<file path="config.mk">
export PLATFORM = sky130hd
export DESIGN_NAME = bnc_out_buf
export DESIGN_NICKNAME = d
export VERILOG_FILES = /design/src/hdl/bnc_pkg.sv /design/src/hdl/bnc_out_buf.sv
export SDC_FILE = /design/constraint.sdc
export NUM_CORES = 1
export LEC_CHECK = 0
export BUFFER_PORTS_ARGS = -buffer_cell sky130_fd_sc_hd__buf_2
export CAP_MARGIN = 25
export CORE_ASPECT_RATIO = 0.7
export CORE_MARGIN = 3
export CORE_UTILIZATION = 28
export DETAILED_ROUTE_END_ITERATION = 6
export PLACE_DENSITY = 0.54
export SLEW_MARGIN = 20
export SYNTH_ARGS = -nofsm -noshare
export SYNTH_HDL_FRONTEND = slang
export SYNTH_SLANG_ARGS = --single-unit
export TNS_END_PERCENT = 20
</file>
<file path="constraint.sdc">
create_clock -name aclk -period 3.3 [get_ports aclk]
set_input_delay 0 -clock aclk [delete_from_list [all_inputs] [get_ports aclk]]
set_output_delay 0 -clock aclk [all_outputs]
set_load 0.005 [all_outputs]
</file>
<file path="src/hdl/bnc_pkg.sv">
// bnc_pkg: shared constants, item types and bracket decode for the bracket nesting checker
// no dependencies; imported by bnc_ram users, bnc_out_buf and bracket_nesting_checker
package bnc_pkg;

    localparam int STACK_DEPTH = 128;
    localparam int CNT_W       = $clog2(STACK_DEPTH + 1);
    localparam int ADDR_W      = $clog2(STACK_DEPTH);
    localparam int KIND_W      = 2;
    localparam int DEPTH_W     = 8;

    localparam logic [DEPTH_W-1:0] DEPTH_SAT = 8'd255;

    localparam logic [7:0] CH_OPEN_PAREN   = 8'h28;
    localparam logic [7:0] CH_OPEN_SQUARE  = 8'h5B;
    localparam logic [7:0] CH_OPEN_CURLY   = 8'h7B;
    localparam logic [7:0] CH_OPEN_ANGLE   = 8'h3C;
    localparam logic [7:0] CH_CLOSE_PAREN  = 8'h29;
    localparam logic [7:0] CH_CLOSE_SQUARE = 8'h5D;
    localparam logic [7:0] CH_CLOSE_CURLY  = 8'h7D;
    localparam logic [7:0] CH_CLOSE_ANGLE  = 8'h3E;

    typedef enum logic [KIND_W-1:0] {
        KIND_PAREN  = 2'd0,
        KIND_SQUARE = 2'd1,
        KIND_CURLY  = 2'd2,
        KIND_ANGLE  = 2'd3
    } kind_t;

    typedef struct packed {
        logic  hit;
        kind_t kind;
    } decode_t;

    typedef struct packed {
        logic [7:0] symbol;
        logic       line_end;
    } in_item_t;

    typedef struct packed {
        logic               corrupted;
        logic [7:0]         offending_char;
        logic [DEPTH_W-1:0] open_depth;
        logic               overflow;
    } out_item_t;

    function automatic decode_t decode_open(logic [7:0] b);
        decode_t d;
        d.hit  = 1'b1;
        d.kind = KIND_PAREN;
        unique case (b)
            CH_OPEN_PAREN:  d.kind = KIND_PAREN;
            CH_OPEN_SQUARE: d.kind = KIND_SQUARE;
            CH_OPEN_CURLY:  d.kind = KIND_CURLY;
            CH_OPEN_ANGLE:  d.kind = KIND_ANGLE;
            default:        d.hit  = 1'b0;
        endcase
        return d;
    endfunction

    function automatic decode_t decode_close(logic [7:0] b);
        decode_t d;
        d.hit  = 1'b1;
        d.kind = KIND_PAREN;
        unique case (b)
            CH_CLOSE_PAREN:  d.kind = KIND_PAREN;
            CH_CLOSE_SQUARE: d.kind = KIND_SQUARE;
            CH_CLOSE_CURLY:  d.kind = KIND_CURLY;
            CH_CLOSE_ANGLE:  d.kind = KIND_ANGLE;
            default:         d.hit  = 1'b0;
        endcase
        return d;
    endfunction

endpackage

</file>
<file path="src/hdl/bnc_out_buf.sv">
// bnc_out_buf: two-entry output buffer (output register plus skid) for result items
// depends on bnc_pkg for the result item type
module bnc_out_buf (
    input  logic                aclk,
    input  logic                aresetn,
    input  logic                push,
    input  bnc_pkg::out_item_t  push_data,
    output logic                push_ready,
    output logic                m_valid,
    input  logic                m_ready,
    output bnc_pkg::out_item_t  m_data
);
    import bnc_pkg::*;

    out_item_t out_reg, out_next;
    out_item_t skid_reg, skid_next;
    logic      out_valid_reg, out_valid_next;
    logic      skid_valid_reg, skid_valid_next;

    always_comb begin
        out_next        = out_reg;
        skid_next       = skid_reg;
        out_valid_next  = out_valid_reg;
        skid_valid_next = skid_valid_reg;
        priority if (skid_valid_reg) begin
            // no push while skid holds an item
            if (m_ready) begin
                out_next        = skid_reg;
                skid_valid_next = 1'b0;
            end
        end else if (push && (!out_valid_reg || m_ready)) begin
            out_next       = push_data;
            out_valid_next = 1'b1;
        end else if (push) begin
            skid_next       = push_data;
            skid_valid_next = 1'b1;
        end else if (m_ready) begin
            out_valid_next = 1'b0;
        end
    end

    always_ff @(posedge aclk) begin
        if (!aresetn) begin
            out_valid_reg  <= 1'b0;
            skid_valid_reg <= 1'b0;
        end else begin
            out_valid_reg  <= out_valid_next;
            skid_valid_reg <= skid_valid_next;
        end
        out_reg  <= out_next;
        skid_reg <= skid_next;
    end

    assign push_ready = !skid_valid_reg;
    assign m_valid    = out_valid_reg;
    assign m_data     = out_reg;

`ifndef NO_ASSERTIONS
    a_skid_implies_out: assert property (@(posedge aclk) disable iff (!aresetn)
        skid_valid_reg |-> out_valid_reg)
        else $error("skid holds an item while the output register is empty");
    a_stall_holds: assert property (@(posedge aclk) disable iff (!aresetn)
        (out_valid_reg && !m_ready) |=> (out_valid_reg && $stable(out_reg)))
        else $error("stalled result changed");
`endif

endmodule

</file>
Word-level counts from Yosys, hierarchy flattened --
Cells that the tools add are included.
Word-level totals: flip-flop bits (word level) 38, word-level logic and storage cells 33, output and inout bits 20, bits of input ports 22
Operators by class: reduce and logical (&&, ||, !) cells 9, multiplexer cells 10, eq/ne operators 2, bitwise gates (word level) 2
Operators with widths (count):
- 18-bit 2-to-1 mux | 3
- 1-bit 2-to-1 mux | 7
- 3-bit AND reduction | 2
- 2-bit nonzero test | 2
- 1-bit logical NOT | 2
- 2-bit by 1-bit != test with 1-bit output, second input constant | 1
- 2-bit != test, second input constant | 1
- 1-bit inverter | 2
- 2-bit AND reduction | 1
- 1-bit logical AND | 1
- 1-bit logical OR | 1

Depth between registers and ports, before layout --
word-level depth 5, gate-level depth with buffers 4, gate-level depth less buffers 2

Worst setup path before layout --
OpenSTA, ideal clock, no wires.
path type register -> register, start point register skid_valid_reg, end point register skid_reg[0] (netlist name) (enable), period minus slack after synthesis 2.285 ns, path buffers 2, slack 1.015 ns, data arrival time 1.869 ns, setup time 0.416 ns, required time 2.884 ns, stages on the path, launching flop included 4, cells stage by stage dfxtp_1 > buf_6 > buf_6 > nor3_1
On the way: longest elaborated chain between the ends 2
Ends and longest elaborated chain:
- start: declaration | RTL line bnc_out_buf.sv:18 | logic skid_valid_reg, skid_valid_next;
- start signal: assignment | RTL line bnc_out_buf.sv:48 | skid_valid_reg <= skid_valid_next;
- 1-bit inverter (no line)
- 3-bit AND reduction (no line)
- end signal: assignment | RTL line bnc_out_buf.sv:51 | skid_reg <= skid_next;
- end: declaration | RTL line bnc_out_buf.sv:16 | out_item_t skid_reg, skid_next;
No other way between the ends. A chain may end at the register's enable or synchronous reset.

Worst setup path in the final report --
start point register skid_valid_reg, end point register skid_reg[5] (netlist name) (enable)
Same word-level chain as after synthesis.

==> flow_summary.rst <==
.. list-table::
   :header-rows: 1

   * - Metric
     - Value
   * - Outcome
     - completed
   * - Register area share after synthesis
     - 75.7%
   * - Max-cap violation count
     - 0
   * - Required time reported for the critical path endpoint
     - 3290 ps
   * - Fin worst setup slack
     - 1660 ps
   * - Bufs on Longest Clock Path
     - 2
   * - Area of the core
     - 4940 um2
   * - Highest clock frequency the design can meet
     - 610 MHz
   * - Layout cell share with drive strength beyond 1
     - 50.4%
   * - Sw Share
     - 18.1%
   * - Hold_buf cts
     - 20
   * - Share of total power in the clock network
     - 40.8%
   * - Number of vias in the routed layout
     - 819
   * - Final Wtd Congestion
     - 0.660
   * - Final Non-Filler Cells
     - 208
   * - Cells after Synth
     - 70
   * - Post-CTS Repair Setup Buffers
     - 0
   * - Overflow left after global routing
     - 0
   * - Share of the synthesized area in the top cell type
     - 73.0%
   * - Number of resized instances in the post-cts repair step
     - 0
   * - Cell types with the largest area share after synthesis
     - sky130_fd_sc_hd__edfxtp_1 73%, sky130_fd_sc_hd__mux2_4 15%, sky130_fd_sc_hd__dfxtp_1 2.7%
   * - Slew Limit Headroom
     - 63.9%
   * - Final count of negative-setup-slack endpoints
     - 0
   * - Category of the most critical setup path
     - flop to flop
   * - Cell area after synthesis
     - 1480 um2
   * - Number of pins exceeding their max-slew limit in the final report
     - 0
   * - Vias in the first global route
     - 886
   * - Synth cell types
     - 16
   * - Leakage power
     - 0.815 nW
   * - Final-report hold violation count
     - 0
   * - Period minus WS final
     - 1640 ps
   * - Element type at the critical path start
     - flop
   * - Detailed-route wire length on metal 1
     - 1180 um
   * - Clock latency on the worst-skew pair
     - 290 ps
   * - # rows
     - 21
   * - I/O Buffers
     - 41
   * - Initial standard-cell utilization of the core
     - 30.0%
   * - Mean cell area of the mapped netlist
     - 21.2 um2
   * - CTS sink count
     - 38
   * - Cts bufs inserted
     - 5
   * - Pint
     - 915 uW
   * - Fraction of registers with async set/reset
     - 0%
   * - Die Span X
     - 92.9 um
   * - Avg WL per Cell
     - 12.8 um
   * - Ys flop type
     - sky130_fd_sc_hd__edfxtp_1
   * - Global-route wire length before repair
     - 4200 um
   * - Clock transition at the registers of the reported paths
     - 70 ps
   * - Remaining number of nets flagged by the antenna check after routing
     - 0
   * - WL met3
     - 176 um
   * - Detailed placer's ending HPWL
     - 1790 um
   * - Maximum level of the CTS H-tree
     - 2
   * - Number of warnings reported in the yosys synthesis log
     - 0
   * - Uppermost metal layer occupied by signal nets
     - met4
   * - Setup crit end kind
     - flop
   * - Sequential fraction of design power
     - 50.5%
   * - GR Util All Layers
     - 9.43%
   * - Post-synthesis register bit count
     - 38
   * - Setup repair after global routing missed its margin
     - false
   * - Final net count
     - 160
   * - Clk root buf
     - sky130_fd_sc_hd__clkbuf_8
   * - Die Ht
     - 66.9 um
   * - Pwr dens
     - 535 nW/um2
   * - Most common cell in the synthesized netlist
     - sky130_fd_sc_hd__edfxtp_1
   * - Peak VDD IR
     - 0.156 mV
   * - CTS tree
     - built
   * - Vias per cell
     - 3.94
   * - Pin count of the biggest net entering global routing
     - 19
   * - Most common library cells after synthesis
     - 36 x sky130_fd_sc_hd__edfxtp_1, 15 x sky130_fd_sc_hd__mux2_4, 3 x sky130_fd_sc_hd__mux2_2
   * - Cell accounting for the most synthesized area
     - sky130_fd_sc_hd__edfxtp_1
   * - Signal arrival time at the worst endpoint
     - 1630 ps
   * - Ports
     - 42
   * - Syn_nets
     - 92
   * - Final cycle utilization of the critical path
     - 49.7%
   * - Switching component of the power
     - 203 uW
   * - Number of inserted diodes
     - 0
   * - Final design utilization
     - 42.3%
   * - TNS Setup
     - 0 ps
   * - Placed Area
     - 1760 um2
   * - Drt drc
     - 0
   * - Maximum fanout encountered on the critical timing path
     - 13
   * - Length of the first detailed-routing pass in iterations
     - 2
   * - Final wirelength
     - 2660 um
   * - Detailed router's first-iteration violation count
     - 53
   * - Transition time of the tightest slew-check pin
     - 539 ps
   * - Met2 layer wire length in the routed design
     - 1280 um
   * - EDFF count, synth
     - 36
   * - Logic pwr share
     - 8.7%
   * - Summed area of non-filler cells in the final layout
     - 2090 um2
   * - # placed instances
     - 180
   * - Setup Skew
     - 5.48 ps
   * - Placement Setup Slack
     - 1660 ps
   * - Worst hold path type
     - primary input to flop
   * - Area overhead of the layout relative to synthesis
     - 41.1%
   * - Number of antenna violations at the first check in global routing
     - 0
   * - Die footprint
     - 6210 um2
[worst paths after layout]
check	from	end	slack (ps)	cells past startpoint
min	m_ready	skid_valid_reg	20	3
max reg2reg	skid_valid_reg	skid_reg[5]	1660	2
min reg2reg	m_valid	m_valid	510	2
max	skid_valid_reg	skid_reg[5]	1660	2
[metal layers]
metal / vias to the layer above / global-route usage, %
li1: 402 / -
met1: 390 / 10.5
met2: 25 / 14.6
met3: 2 / 4.29
met4: 0 / 6.40
met5: - / 0
[power groups by stage]
stage / combinational, mW / clock, mW / sequential (mW)
detailed placement: 0.0805 / 0 / 0.576
floorplan: 0.0381 / 0 / 0.577
CTS: 0.0991 / 0.471 / 0.565
finish: 0.0972 / 0.456 / 0.564
global placement: 0.0794 / 0 / 0.575
global route: 0.107 / 0.491 / 0.567
[worst max-delay path, stage by stage, from the launching register on]
cell and delay (ps):
sky130_fd_sc_hd__dfxtp_1 480, sky130_fd_sc_hd__nor3_2 550, sky130_fd_sc_hd__buf_4 310
[logic make-up after synthesis]
logic type / after synthesis / share of synthesized area (%)
compound gates: 3 / 1.27
buf+inv: 4 / 3.12
flops: 38 / 75.7
mux: 18 / 17.5
simple gates: 7 / 2.45
[cell type report]
class / count / area (um2)
repair buffers: 64 / 428
clock inverters: 3 / 63.8
fillers: 475 / 2850
inverters: 1 / 3.75
multi-input cells: 28 / 319
clock buffers: 5 / 68.8
well taps: 69 / 86.3
flip-flops and latches: 38 / 1120
[stage by stage]
stage          power (mW)  hold WS, ps
6_report             1.12         20.2
4_1_cts              1.13         10.3
3_3_place_gp        0.654          196
5_1_grt              1.17         33.9
2_1_floorplan       0.615         98.9
3_5_place_dp        0.656          198
[cells in the final DEF (no fill, tap or decap)]
master                          synthesis  layout
sky130_fd_sc_hd__inv_1                  1       1
sky130_fd_sc_hd__nand2_1                2       2
sky130_fd_sc_hd__dlygate4sd3_1          0      20
sky130_fd_sc_hd__mux2_2                 3       3
sky130_fd_sc_hd__o21ai_0                1       1
sky130_fd_sc_hd__clkinv_1               0       1
sky130_fd_sc_hd__nor3_2                 0       1
sky130_fd_sc_hd__a21oi_1                1       1
sky130_fd_sc_hd__nor2_1                 1       1
sky130_fd_sc_hd__buf_2                  0      41
sky130_fd_sc_hd__nand3b_1               1       1
sky130_fd_sc_hd__buf_4                  0       3
sky130_fd_sc_hd__o22a_1                 1       1
sky130_fd_sc_hd__nor2b_1                1       1
sky130_fd_sc_hd__bufinv_16              0       2
sky130_fd_sc_hd__clkbuf_8               0       5
sky130_fd_sc_hd__mux2_4                15      15
sky130_fd_sc_hd__edfxtp_1              36      36
sky130_fd_sc_hd__nand2b_1               1       1
sky130_fd_sc_hd__dfxtp_1                2       2
No activity file was read; power rests on OpenSTA's default activity.
